[src/sv/llt_pkg.sv]
// Shared types and constants for the lane line tracker.
// No dependencies; imported by every module of the block.
package llt_pkg;

	// Tracker state codes.
	localparam logic [2:0] ST_TWO        = 3'd0;
	localparam logic [2:0] ST_LEFT       = 3'd1;
	localparam logic [2:0] ST_RIGHT      = 3'd2;
	localparam logic [2:0] ST_LOST_LEFT  = 3'd3;
	localparam logic [2:0] ST_LOST_RIGHT = 3'd4;
	localparam logic [2:0] ST_STOP       = 3'd5;

	// Register map, indexed by word address.
	localparam int          ADDR_W             = 4;
	localparam logic [1:0]  REG_IMAGE_WIDTH    = 2'd0;
	localparam logic [1:0]  REG_LOST_LIMIT     = 2'd1;
	localparam logic [1:0]  REG_CURV_THRESHOLD = 2'd2;
	localparam logic [1:0]  REG_STOP_SPEED     = 2'd3;

	localparam int CFG_WIDTH_W = 12;
	localparam int FRAMES_W    = 16;
	localparam int CURV_W      = 16;
	localparam int SPEED_W     = 10;
	localparam int COUNT_W     = 2;
	localparam int STATE_W     = 3;

	localparam logic [CFG_WIDTH_W-1:0] RST_IMAGE_WIDTH = 12'd640;
	localparam logic [FRAMES_W-1:0]    RST_LOST_LIMIT  = 16'd60;
	localparam logic [14:0]            RST_CURV_THRESH = 15'd77;
	localparam logic [SPEED_W-1:0]     RST_STOP_SPEED  = 10'd300;

	// Configuration register contents.
	typedef struct packed {
		logic [CFG_WIDTH_W-1:0] image_width;
		logic [FRAMES_W-1:0]    lost_frames_limit;
		logic [14:0]            curvature_threshold;
		logic [SPEED_W-1:0]     stop_speed_pwm;
	} llt_cfg_t;

	// Tracker state and its dwell counter.
	typedef struct packed {
		logic [STATE_W-1:0]  state;
		logic [FRAMES_W-1:0] frames;
	} llt_trk_t;

endpackage

[src/sv/llt_cfg_regs.sv]
// APB-style configuration registers of the lane line tracker.
// Depends on llt_pkg for the register map and reset values.
module llt_cfg_regs
	import llt_pkg::*;
(
	input  logic              clk,
	input  logic              arst_n,
	input  logic              psel,
	input  logic              penable,
	input  logic              pwrite,
	input  logic [ADDR_W-1:0] paddr,
	input  logic [31:0]       pwdata,
	output logic [31:0]       prdata,
	output logic              pready,
	output llt_cfg_t          cfg
);

	llt_cfg_t   cfg_q;
	logic       wr_en;
	logic [1:0] reg_idx;

	assign pready  = 1'b1;
	assign reg_idx = paddr[3:2];
	assign wr_en   = psel & penable & pwrite & pready;
	assign cfg     = cfg_q;

	// Register writes in the access phase.
	always_ff @(posedge clk or negedge arst_n) begin
		if (!arst_n) begin
			cfg_q.image_width         <= RST_IMAGE_WIDTH;
			cfg_q.lost_frames_limit   <= RST_LOST_LIMIT;
			cfg_q.curvature_threshold <= RST_CURV_THRESH;
			cfg_q.stop_speed_pwm      <= RST_STOP_SPEED;
		end else if (wr_en) begin
			case (reg_idx)
				REG_IMAGE_WIDTH:    cfg_q.image_width         <= pwdata[11:0];
				REG_LOST_LIMIT:     cfg_q.lost_frames_limit   <= pwdata[15:0];
				REG_CURV_THRESHOLD: cfg_q.curvature_threshold <= pwdata[14:0];
				REG_STOP_SPEED:     cfg_q.stop_speed_pwm      <= pwdata[9:0];
				default: ;
			endcase
		end
	end

	// Read back the addressed register, zero-extended.
	always_comb begin
		case (reg_idx)
			REG_IMAGE_WIDTH:    prdata = 32'(cfg_q.image_width);
			REG_LOST_LIMIT:     prdata = 32'(cfg_q.lost_frames_limit);
			REG_CURV_THRESHOLD: prdata = 32'(cfg_q.curvature_threshold);
			REG_STOP_SPEED:     prdata = 32'(cfg_q.stop_speed_pwm);
			default:            prdata = 32'd0;
		endcase
	end

endmodule

[src/sv/llt_step.sv]
// Combinational per-frame step of the lane line tracker: next state and result.
// Depends on llt_pkg for state codes, config and tracker types.
module llt_step
	import llt_pkg::*;
#(
	parameter int COORD_BITS = 12
) (
	input  llt_cfg_t              cfg,
	input  llt_trk_t              trk,
	input  logic [COORD_BITS-1:0] prev_left,
	input  logic [COORD_BITS-1:0] prev_right,
	input  logic [COORD_BITS-1:0] left_center,
	input  logic [COORD_BITS-1:0] right_center,
	input  logic [COUNT_W-1:0]    line_count,
	input  logic [CURV_W-1:0]     curvature,
	input  logic [SPEED_W-1:0]    speed_in,
	output llt_trk_t              trk_nxt,
	output logic [COORD_BITS-1:0] left_bound,
	output logic [COORD_BITS-1:0] right_bound,
	output logic [SPEED_W-1:0]    speed_out
);

	localparam int WX = (COORD_BITS > CFG_WIDTH_W) ? COORD_BITS : CFG_WIDTH_W;

	logic [WX-1:0]         width_ext;
	logic [COORD_BITS-1:0] wd;
	logic [CURV_W-1:0]     cmag;
	logic [COORD_BITS-1:0] dl;
	logic [COORD_BITS-1:0] dr;
	logic                  as_left;
	logic                  two;
	logic [FRAMES_W-1:0]   cnt_up;
	logic                  lost_hit;

	// Image width brought to the coordinate width.
	assign width_ext = WX'(cfg.image_width);
	assign wd        = width_ext[COORD_BITS-1:0];

	// Curvature magnitude; the most negative value maps to 0x8000.
	assign cmag = curvature[CURV_W-1] ? (~curvature + 16'd1) : curvature;

	// Jumps of both centers since the previous frame.
	assign dl = (left_center > prev_left) ? (left_center - prev_left)
	                                      : (prev_left - left_center);
	assign dr = (right_center > prev_right) ? (right_center - prev_right)
	                                        : (prev_right - right_center);

	// Side decision for a single line after two.
	assign as_left = (cmag > CURV_W'(cfg.curvature_threshold)) ? curvature[CURV_W-1]
	                                                          : (dl < dr);

	assign two      = line_count[1];
	assign cnt_up   = (trk.frames == '1) ? trk.frames : trk.frames + 16'd1;
	assign lost_hit = cnt_up >= cfg.lost_frames_limit;

	// Transition and bound selection.
	always_comb begin
		trk_nxt     = trk;
		left_bound  = wd;
		right_bound = '0;
		speed_out   = speed_in;
		if (two) begin
			left_bound  = left_center;
			right_bound = right_center;
			if (trk.state == ST_TWO) begin
				trk_nxt.frames = cnt_up;
			end else begin
				trk_nxt = '{state: ST_TWO, frames: '0};
			end
		end else if (line_count[0]) begin
			case (trk.state)
				ST_TWO: begin
					if (as_left) begin
						left_bound  = left_center;
						right_bound = wd;
						trk_nxt     = '{state: ST_LEFT, frames: '0};
					end else begin
						left_bound  = '0;
						right_bound = right_center;
						trk_nxt     = '{state: ST_RIGHT, frames: '0};
					end
				end
				ST_LEFT: begin
					left_bound     = left_center;
					right_bound    = wd;
					trk_nxt.frames = cnt_up;
				end
				ST_RIGHT: begin
					left_bound     = '0;
					right_bound    = right_center;
					trk_nxt.frames = cnt_up;
				end
				ST_LOST_LEFT: begin
					left_bound  = left_center;
					right_bound = wd;
					trk_nxt     = '{state: ST_LEFT, frames: '0};
				end
				ST_LOST_RIGHT: begin
					left_bound  = '0;
					right_bound = right_center;
					trk_nxt     = '{state: ST_RIGHT, frames: '0};
				end
				default: begin
					trk_nxt.frames = cnt_up;
					speed_out      = cfg.stop_speed_pwm;
				end
			endcase
		end else begin
			case (trk.state)
				ST_TWO: begin
					trk_nxt.frames = cnt_up;
					if (lost_hit) begin
						trk_nxt = '{state: ST_STOP, frames: '0};
					end
				end
				ST_LEFT: begin
					right_bound = wd;
					trk_nxt     = '{state: ST_LOST_LEFT, frames: '0};
				end
				ST_RIGHT: begin
					left_bound = '0;
					trk_nxt    = '{state: ST_LOST_RIGHT, frames: '0};
				end
				ST_LOST_LEFT: begin
					right_bound    = wd;
					trk_nxt.frames = cnt_up;
					if (lost_hit) begin
						trk_nxt = '{state: ST_STOP, frames: '0};
					end
				end
				ST_LOST_RIGHT: begin
					left_bound     = '0;
					trk_nxt.frames = cnt_up;
					if (lost_hit) begin
						trk_nxt = '{state: ST_STOP, frames: '0};
					end
				end
				default: begin
					trk_nxt.frames = cnt_up;
					speed_out      = cfg.stop_speed_pwm;
				end
			endcase
		end
	end

endmodule

[src/sv/lane_line_tracking_fsm.sv]
// Top level of the lane line tracker: stream ports, pipeline and tracker state.
// Depends on llt_pkg, llt_cfg_regs and llt_step.
//
// The block takes one frame summary per beat and returns one result beat per
// frame, in order. A beat is registered at the input, stepped through the
// tracker in combinational logic and registered again at the output, so one
// beat can be taken in every cycle while the output is not stalled. The
// rate is bounded only by the output register: new beats are taken as long
// as the input stage is empty or can move into the output register.
// Configuration registers should be written only while no beat is in flight.
module lane_line_tracking_fsm
	import llt_pkg::*;
#(
	parameter int COORD_BITS = 12,
	localparam int IN_BITS  = 2 * COORD_BITS + COUNT_W + CURV_W + SPEED_W,
	localparam int IN_W     = ((IN_BITS + 7) / 8) * 8,
	localparam int OUT_BITS = 2 * COORD_BITS + SPEED_W + STATE_W,
	localparam int OUT_W    = ((OUT_BITS + 7) / 8) * 8
) (
	input  logic              clk,
	input  logic              arst_n,
	// Frame input
	input  logic              s_tvalid,
	output logic              s_tready,
	// left_center, right_center, line_count, curvature, speed_in (low bit up)
	input  logic [IN_W-1:0]   s_tdata,
	// Result output
	output logic              m_tvalid,
	input  logic              m_tready,
	// left_bound, right_bound, speed_out, track_state (low bit up)
	output logic [OUT_W-1:0]  m_tdata,
	// Configuration
	input  logic              psel,
	input  logic              penable,
	input  logic              pwrite,
	input  logic [ADDR_W-1:0] paddr,
	input  logic [31:0]       pwdata,
	output logic [31:0]       prdata,
	output logic              pready
);

	localparam int OFS_RC   = COORD_BITS;
	localparam int OFS_CNT  = 2 * COORD_BITS;
	localparam int OFS_CURV = OFS_CNT + COUNT_W;
	localparam int OFS_SPD  = OFS_CURV + CURV_W;

	llt_cfg_t              cfg;
	llt_trk_t              trk_q;
	llt_trk_t              trk_nxt;
	logic [COORD_BITS-1:0] prev_left_q;
	logic [COORD_BITS-1:0] prev_right_q;

	logic                  valid_s1;
	logic [COORD_BITS-1:0] left_s1;
	logic [COORD_BITS-1:0] right_s1;
	logic [COUNT_W-1:0]    count_s1;
	logic [CURV_W-1:0]     curv_s1;
	logic [SPEED_W-1:0]    speed_s1;

	logic [COORD_BITS-1:0] lb;
	logic [COORD_BITS-1:0] rb;
	logic [SPEED_W-1:0]    spd;

	logic                  out_valid_q;
	logic [OUT_BITS-1:0]   out_data_q;
	logic                  out_free;
	logic                  step_go;
	logic                  in_beat;

	// Configuration registers.
	llt_cfg_regs u_cfg (
		.clk     (clk),
		.arst_n  (arst_n),
		.psel    (psel),
		.penable (penable),
		.pwrite  (pwrite),
		.paddr   (paddr),
		.pwdata  (pwdata),
		.prdata  (prdata),
		.pready  (pready),
		.cfg     (cfg)
	);

	// Per-frame step logic.
	llt_step #(
		.COORD_BITS (COORD_BITS)
	) u_step (
		.cfg          (cfg),
		.trk          (trk_q),
		.prev_left    (prev_left_q),
		.prev_right   (prev_right_q),
		.left_center  (left_s1),
		.right_center (right_s1),
		.line_count   (count_s1),
		.curvature    (curv_s1),
		.speed_in     (speed_s1),
		.trk_nxt      (trk_nxt),
		.left_bound   (lb),
		.right_bound  (rb),
		.speed_out    (spd)
	);

	// Handshake: the input stage moves on whenever the output register frees up.
	assign out_free = !out_valid_q || m_tready;
	assign step_go  = valid_s1 && out_free;
	assign s_tready = !valid_s1 || out_free;
	assign in_beat  = s_tvalid && s_tready;

	// Input stage valid flag.
	always_ff @(posedge clk or negedge arst_n) begin
		if (!arst_n) begin
			valid_s1 <= 1'b0;
		end else if (s_tready) begin
			valid_s1 <= s_tvalid;
		end
	end

	// Input stage payload.
	always_ff @(posedge clk) begin
		if (in_beat) begin
			left_s1  <= s_tdata[COORD_BITS-1:0];
			right_s1 <= s_tdata[OFS_RC +: COORD_BITS];
			count_s1 <= s_tdata[OFS_CNT +: COUNT_W];
			curv_s1  <= s_tdata[OFS_CURV +: CURV_W];
			speed_s1 <= s_tdata[OFS_SPD +: SPEED_W];
		end
	end

	// Tracker state advances as each beat leaves the input stage.
	always_ff @(posedge clk or negedge arst_n) begin
		if (!arst_n) begin
			trk_q        <= '{state: ST_TWO, frames: '0};
			prev_left_q  <= '0;
			prev_right_q <= '0;
		end else if (step_go) begin
			trk_q        <= trk_nxt;
			prev_left_q  <= left_s1;
			prev_right_q <= right_s1;
		end
	end

	// Output register valid flag.
	always_ff @(posedge clk or negedge arst_n) begin
		if (!arst_n) begin
			out_valid_q <= 1'b0;
		end else if (out_free) begin
			out_valid_q <= valid_s1;
		end
	end

	// Output register payload.
	always_ff @(posedge clk) begin
		if (step_go) begin
			out_data_q <= {trk_nxt.state, spd, rb, lb};
		end
	end

	assign m_tvalid = out_valid_q;
	assign m_tdata  = OUT_W'(out_data_q);

endmodule

[config.mk]
export PLATFORM = sky130hd
export DESIGN_NAME = lane_line_tracking_fsm
export DESIGN_NICKNAME = d
export VERILOG_FILES = /design/src/sv/llt_pkg.sv /design/src/sv/llt_cfg_regs.sv /design/src/sv/llt_step.sv /design/src/sv/lane_line_tracking_fsm.sv
export SDC_FILE = /design/constraint.sdc
export NUM_CORES = 1
export LEC_CHECK = 0
export ABC_AREA = 1
export BUFFER_PORTS_ARGS = -buffer_cell sky130_fd_sc_hd__clkbuf_2
export CAP_MARGIN = 30
export CORE_MARGIN = 3
export CORE_UTILIZATION = 40
export CTS_CLUSTER_DIAMETER = 120
export DETAILED_ROUTE_END_ITERATION = 12
export PLACE_DENSITY_LB_ADDON = 0.15
export SYNTH_ARGS = -nofsm -noshare
export SYNTH_HDL_FRONTEND = slang
export SYNTH_SLANG_ARGS = --single-unit
[constraint.sdc]
create_clock -name clk -period 4.6 [get_ports clk]
set_clock_uncertainty 0.2 [all_clocks]
set_input_delay 0.23 -clock clk [delete_from_list [all_inputs] [get_ports clk]]
set_output_delay 0.23 -clock clk [all_outputs]
set_load 0.005 [all_outputs]
=== Yosys cells after proc, flatten, opt, wreduce, memory -nomap -nowiden ===
Cells that the tools add are included.

* Bits in registers: 187
* Input port bits: 99
* Word-level logic and storage cells: 84

* Add/subtract/negate cells: 6
* $lt $le $gt $ge: 5
* Equal/unequal tests: 8
* Mux-type cells: 28
* Bitwise logic cells: 3
* Reduce and logical (&&, ||, !) cells: 18

{| class="wikitable"
|+ Operator list
! operator !! number
|-
| $pmux 32 s4 || 1
|-
| $mux 12 || 10
|-
| $pmux 12 s3 || 2
|-
| $pmux 16 s2 || 2
|-
| $mux 19 || 3
|-
| $mux 16 || 3
|-
| $sub 12x12->12 || 4
|-
| $add 16x1->16 const B || 2
|-
| $gt 12x12->1 || 2
|-
| $mux 10 || 2
|-
| $mux 18 || 1
|-
| $pmux 3 s3 || 2
|-
| $eq 16x16->1 const B || 1
|-
| $ge 16x16->1 || 1
|-
| $gt 16x15->1 || 1
|-
| $not 16->16 || 1
|-
| $lt 12x12->1 || 1
|-
| $reduce_and 2->1 || 4
|-
| $reduce_or 2->1 || 4
|-
| $eq 3x2->1 const B || 2
|-
| $reduce_or 5->1 || 1
|-
| $eq 2x2->1 const B || 2
|-
| $eq 3x1->1 const B || 1
|-
| $eq 3x3->1 const B || 1
|-
| 10 further kinds || 14
|}

=== Depth between registers and ports, before layout ===
* Depth in word-level cells: 9
* Depth in mapped cells: 29
* Gate-level depth less buffers: 28

=== Modules after synthesis ===
A second synthesis with hierarchy kept.

* Cells, all modules: 1630
* Area total of the unflattened synthesis: 12898.6 um^2

{| class="wikitable"
|+ Modules (own cells, without submodules)
! module !! instances !! cells an instance !! area an instance (um^2) !! seq. area each (um^2)
|-
| llt_step || 1 || 1006 || 5804.3 || 0.0
|-
| lane_line_tracking_fsm || 1 || 289 || 4519.3 || 3798.6
|-
| llt_cfg_regs || 1 || 335 || 2575.0 || 1343.8
|}

=== Worst setup path after synthesis ===
OpenSTA, ideal clock, no wires.

* Kind: reg2reg
* From: register left_s1[0]
* To: register out_data_q[13] (data pin)
* Arrival: 3378 ps
* Setup slack: 764 ps
* Stages on the path, launching flop included: 27
* Path buffers: 2
* Clock period less this slack: 3836 ps
* Cell sequence: edfxtp_1 -> inv_1 -> ha_1 -> inv_1 -> fa_1 -> inv_1 -> o21ai_2 -> a21oi_1 -> o21ai_1 -> nand2_2 -> buf_6 -> mux2i_1 -> xor2_1 -> inv_1 -> ha_1 -> nand2_1 -> nor4_1 -> a21oi_1 -> inv_1 -> nand2_4 -> nand3_2 -> nand2_4 -> buf_12 -> nand2_2 -> nand2_1 -> nand2_1 -> a21oi_2

* Cells in the longest elaborated chain, start to end: 8
* Elaborated cells on any way between the ends: 10
* Those cells by class: 2 x add/sub; 2 x order compare; 6 x mux

{| class="wikitable"
|+ RTL lines
! item !! line !! text
|-
| start: declaration || lane_line_tracking_fsm.sv:54 || <nowiki>logic [COORD_BITS-1:0] left_s1;</nowiki>
|-
| start signal: assignment || lane_line_tracking_fsm.sv:121 || <nowiki>left_s1 <= s_tdata[COORD_BITS-1:0];</nowiki>
|-
| $sub 12x12->12, or another cell as far along || llt_step.sv:44 || <nowiki>: (prev_left - left_center);</nowiki>
|-
| $mux 12 (*) || llt_step.sv:43 || <nowiki>assign dl = (left_center > prev_left) ? (left_center - prev_left)</nowiki>
|-
| $lt 12x12->1 (*) || llt_step.sv:50 || <nowiki>: (dl < dr);</nowiki>
|-
| $mux 1 (*) || llt_step.sv:49 || <nowiki>assign as_left = (cmag > CURV_W'(cfg.curvature_threshold)) ? curvature[CURV_W-1]</nowiki>
|-
| $mux 12 (*) || llt_step.sv:73 || <nowiki>if (as_left) begin</nowiki>
|-
| $pmux 12 s3 (*) || llt_step.sv:71 || <nowiki>case (trk.state)</nowiki>
|-
| $mux 12 (*) || llt_step.sv:70 || <nowiki>end else if (line_count[0]) begin</nowiki>
|-
| $mux 12 (*) || llt_step.sv:62 || <nowiki>if (two) begin</nowiki>
|-
| net rb[1] || lane_line_tracking_fsm.sv:61 || <nowiki>logic [COORD_BITS-1:0] rb;</nowiki>
|-
| end signal: assignment || lane_line_tracking_fsm.sv:154 || <nowiki>out_data_q <= {trk_nxt.state, spd, rb, lb};</nowiki>
|-
| end: declaration || lane_line_tracking_fsm.sv:65 || <nowiki>logic [OUT_BITS-1:0] out_data_q;</nowiki>
|}

Mark *: on every way through the listed nets, which the timed path passes. The rest lies on a longest branch.
A chain may end at the register's enable or synchronous reset.

=== Worst setup path in the final report ===
* From: register left_s1[0]
* To: register out_data_q[7] (data pin)

* Cells in the longest elaborated chain, start to end: 8
* Elaborated cells on any way between the ends: 10
* Those cells by class: 2 x add/sub; 2 x order compare; 6 x mux

{| class="wikitable"
|+ RTL lines
! item !! line !! text
|-
| $sub 12x12->12, or another cell as far along || llt_step.sv:44 ||
|-
| $mux 12 (*) || llt_step.sv:43 ||
|-
| $lt 12x12->1 (*) || llt_step.sv:50 ||
|-
| $mux 1 (*) || llt_step.sv:49 ||
|-
| $mux 12 (*) || llt_step.sv:73 ||
|-
| $pmux 12 s3 (*) || llt_step.sv:71 ||
|-
| $mux 12 (*) || llt_step.sv:70 ||
|-
| $mux 12 (*) || llt_step.sv:62 ||
|-
| net lb[7] || lane_line_tracking_fsm.sv:60 || <nowiki>logic [COORD_BITS-1:0] lb;</nowiki>
|}

Marks and branches as above.

==> load_flow_metrics.sql <==
INSERT INTO impl_metrics (metric_group, metric, value, unit) VALUES
('floorplanning', 'row_count', '63', ''),
('grt', 'grt_first_pass_wirelength', '55.0', 'mm'),
('grt', 'grt_antenna_before_repair', '0', ''),
('critical_path', 'crit_path_start_kind', 'flip-flop', ''),
('logic_synthesis', 'synth_top_flop_cell', 'sky130_fd_sc_hd__edfxtp_1', ''),
('logic_synthesis', 'yosysMostFrequentCell', 'sky130_fd_sc_hd__nand2_1', ''),
('placement', 'post_place_instance_area', '13300', 'sq um'),
('placement', 'dp_hpwl', '25.4', 'mm'),
('routing', 'dr.pass1.iters', '5', ''),
('logic_synthesis', 'synth-async-reset-ratio', '52.4', '%'),
('run', 'timing.max_cap.violations', '0', ''),
('routing', 'drt-wirelength-per-cell', '16.5', 'um'),
('clock_network', 'cts.htree.levels', '4', ''),
('timing', 'final_period_minus_worst_setup_slack', '4290', 'ps'),
('floorplanning', 'die_area', '32400', 'sq um'),
('logic_synthesis', 'ys_warn_count', '0', ''),
('placement', 'count_of_port_buffers_added_during_placement', '131', ''),
('routing', 'ant_nets', '0', ''),
('critical_path', 'timing.critical_path.fanout_max', '9', ''),
('grt', 'gr-total-overflow', '0', ''),
('pwr', 'p_leak', '7.04', 'nW'),
('logic_synthesis', 'ys_top_cells_by_area', 'sky130_fd_sc_hd__edfxtp_1, sky130_fd_sc_hd__dfrtp_1, sky130_fd_sc_hd__nand2_1, sky130_fd_sc_hd__ha_1, sky130_fd_sc_hd__inv_1', ''),
('grt', 'global_route.usage.total', '21.2', '%'),
('outcome', 'status', 'finished clean', ''),
('floorplanning', 'die_w', '180', 'um'),
('pwr', 'power_density', '487', 'nW/um^2'),
('placement', 'finalWeightedCongestion', '0.870', ''),
('timing', 'hold_viol_final', '0', ''),
('routing', 'drcViolationCount', '0', ''),
('clock_network', 'numCtsBuffers', '17', ''),
('critical_path', 'crit-reg2reg-capture', 'out_data_q[7]$_DFFE_PP_', ''),
('logic_synthesis', 'synth-edff-count', '89', ''),
('placement', 'numPlacedInstances', '1975', ''),
('routing', 'first_iter_violations', '675', ''),
('layout', 'num-nets-final', '1879', ''),
('timing', 'timing.max_slew.rel_slack', '34.4', '%'),
('routing', 'drt-total-wl', '34.5', 'mm'),
('clock_network', 'tritoncts_num_sinks', '187', ''),
('clock_network', 'ctsLongestPathBuffers', '2', ''),
('pwr', 'total_power', '7.19', 'mW'),
('logic_synthesis', 'post_synth.cell_area_avg', '8.28', 'sq um'),
('clock_network', 'clkSlewWorstSetupHoldPaths', '80', 'ps'),
('floorplanning', 'io_pins', '174', ''),
('timing', 'worst_slew_pin_slew', '980', 'ps'),
('clock_network', 'root_buffer', 'sky130_fd_sc_hd__clkbuf_16', ''),
('placement', 'detailedPlace.worstSlack', '-7.50', 'ps'),
('routing', 'vias', '10499', ''),
('layout', 'layout-drive-gt1-share', '17.6', '%'),
('floorplanning', 'area_of_the_core', '29700', 'sq um'),
('critical_path', 'critPathRequiredTime', '4660', 'ps'),
('logic_synthesis', 'ys_seq_area_share', '42.4', '%'),
('pwr', 'power.ir.vdd_worst', '0.000357', 'V'),
('floorplanning', 'die_h', '180', 'um'),
('logic_synthesis', 'yosys-top-cells-count', 'sky130_fd_sc_hd__nand2_1, sky130_fd_sc_hd__inv_1, sky130_fd_sc_hd__o21ai_0', ''),
('logic_synthesis', 'post_synth_num_cell_types', '57', ''),
('timing', 'layout_worst_path_cycle_share', '93.3', '%'),
('critical_path', 'worstPathArrival', '4350', 'ps'),
('min_path', 'hp-class', 'primary input to async pin', ''),
('layout', 'diodes', '0', ''),
('layout', 'design_area', '14800', 'sq um'),
('logic_synthesis', 'postSynthCellCount', '1465', ''),
('floorplanning', 'start_util', '40.8', '%'),
('critical_path', 'r2r_slack', '310', 'ps'),
('timing', 'setup_viol_count_final', '0', ''),
('timing', 'worst_slack', '309', 'ps'),
('grt', 'grt_max_degree', '66', ''),
('timing', 'grt_setup_unrepaired', 'no', ''),
('critical_path', 'critPathCaptureType', 'flip-flop', ''),
('routing', 'per_cell_via_count_in_the_routed_design', '5.03', ''),
('clock_network', 'clk_latency', '450', 'ps'),
('layout', 'area_growth', '21.7', '%');
## power breakdown
part	total [mW]	switching [mW]	internal, mW	leakage (nW)
clock network	1.53	0.752	0.777	0.291
registers	2.33	0.248	2.08	2.08
logic	3.33	2.06	1.28	4.67
total	7.19	3.06	4.13	7.04
## sequential cells by signal, summed over array words and instances, names as in the netlist
name          count
u_cfg.cfg        53
valid_s1          1
right_s1         12
prev_left_q      12
m_tvalid          1
prev_right_q     12
speed_s1         10
curv_s1          16
trk_q            19
out_data_q       37
count_s1          2
left_s1          12
## per-layer routing
metal	wire, um	vias to the layer above	track usage (%)
li1	-	5272	-
met1	15100	4946	26.7
met2	17100	227	37.0
met3	1330	54	3.59
met4	920	0	7.22
met5	0	-	0
## worst max path at each step
stage                                startpoint                        to  depth (start not counted)
after global placement    right_s1[0]$_DFFE_PP_  out_data_q[12]$_DFFE_PP_                         26
after global routing       left_s1[0]$_DFFE_PP_   out_data_q[0]$_DFFE_PP_                         28
after detailed placement  right_s1[0]$_DFFE_PP_   out_data_q[3]$_DFFE_PP_                         25
after CTS                  left_s1[0]$_DFFE_PP_   out_data_q[3]$_DFFE_PP_                         27
after floorplan            left_s1[0]$_DFFE_PP_  out_data_q[13]$_DFFE_PP_                         26
final                      left_s1[0]$_DFFE_PP_   out_data_q[7]$_DFFE_PP_                         26
## worst max-delay path, stage by stage (launching register included)
cell and delay (ps):
sky130_fd_sc_hd__edfxtp_1 390, sky130_fd_sc_hd__inv_1 80, sky130_fd_sc_hd__ha_1 160, sky130_fd_sc_hd__inv_1 70, sky130_fd_sc_hd__fa_2 350, sky130_fd_sc_hd__inv_1 100, sky130_fd_sc_hd__o21ai_2 90, sky130_fd_sc_hd__a21oi_2 210
sky130_fd_sc_hd__o21ai_1 90, sky130_fd_sc_hd__nand2_2 150, sky130_fd_sc_hd__buf_4 160, sky130_fd_sc_hd__mux2i_1 210, sky130_fd_sc_hd__xnor2_1 190, sky130_fd_sc_hd__inv_1 80, sky130_fd_sc_hd__ha_1 290, sky130_fd_sc_hd__nand2_1 130
sky130_fd_sc_hd__o21ai_1 90, sky130_fd_sc_hd__nand2_1 60, sky130_fd_sc_hd__nand2_1 70, sky130_fd_sc_hd__a21oi_4 170, sky130_fd_sc_hd__inv_2 60, sky130_fd_sc_hd__nand2_4 100, sky130_fd_sc_hd__buf_12 130, sky130_fd_sc_hd__nand4_1 70
sky130_fd_sc_hd__nand3_1 90, sky130_fd_sc_hd__nand2_1 50, sky130_fd_sc_hd__a21oi_1 250
## metrics by stage
stage | utilization (%) | TNS (ps) | hold slack, ps
6_report | 49.6 | 0 | 19.7
5_1_grt | 49.6 | 0 | 33.3
4_1_cts | 49.1 | 0 | 16.2
3_3_place_gp | 44.5 | 0 | 206
3_5_place_dp | 44.6 | -7.50 | -40.6
2_1_floorplan | - | 0 | -266
## final cells by class
cell class	instances	area [sq um]
inverter	177	664
sequential	187	5140
clock inverter	15	170
timing repair buffer	251	1790
multi-input combinational	1052	6070
fill	2832	15000
tap	390	488
clock buffer	17	425
## cell families after synthesis
group / Yosys count / synth area share [%]
simple gates: 599 / 21.4
flops: 187 / 42.4
buf+inv: 245 / 8.80
xor+xnor: 50 / 3.61
compound gates: 282 / 13.2
other cells: 2 / 0.0619
fa+ha+maj: 94 / 9.95
mux: 6 / 0.506
## layout by cell type (no fill, tap or decap), types with 28 or more instances in the layout
cell	n
sky130_fd_sc_hd__a21oi_1	67
sky130_fd_sc_hd__a31oi_1	28
sky130_fd_sc_hd__buf_4	45
sky130_fd_sc_hd__clkbuf_2	130
sky130_fd_sc_hd__dfrtp_1	84
sky130_fd_sc_hd__dlygate4sd3_1	73
sky130_fd_sc_hd__edfxtp_1	89
sky130_fd_sc_hd__ha_1	90
sky130_fd_sc_hd__inv_1	160
sky130_fd_sc_hd__nand2_1	378
sky130_fd_sc_hd__nand3_1	63
sky130_fd_sc_hd__nor2_1	85
sky130_fd_sc_hd__o21ai_0	119
sky130_fd_sc_hd__xor2_1	34
## timing repair
| item | in CTS | in global routing |
|---|---|---|
| pin swaps | 0 | 6 |
| gates resized for setup | 1 | 17 |
| hold buffers | 73 | 0 |
| buffers inserted | 0 | 8 |
| endpoints found under the hold margin | 171 | 0 |
| setup endpoints to repair | 7 | 27 |
| gates cloned | 0 | 1 |
(Power assumes the default switching activity.)
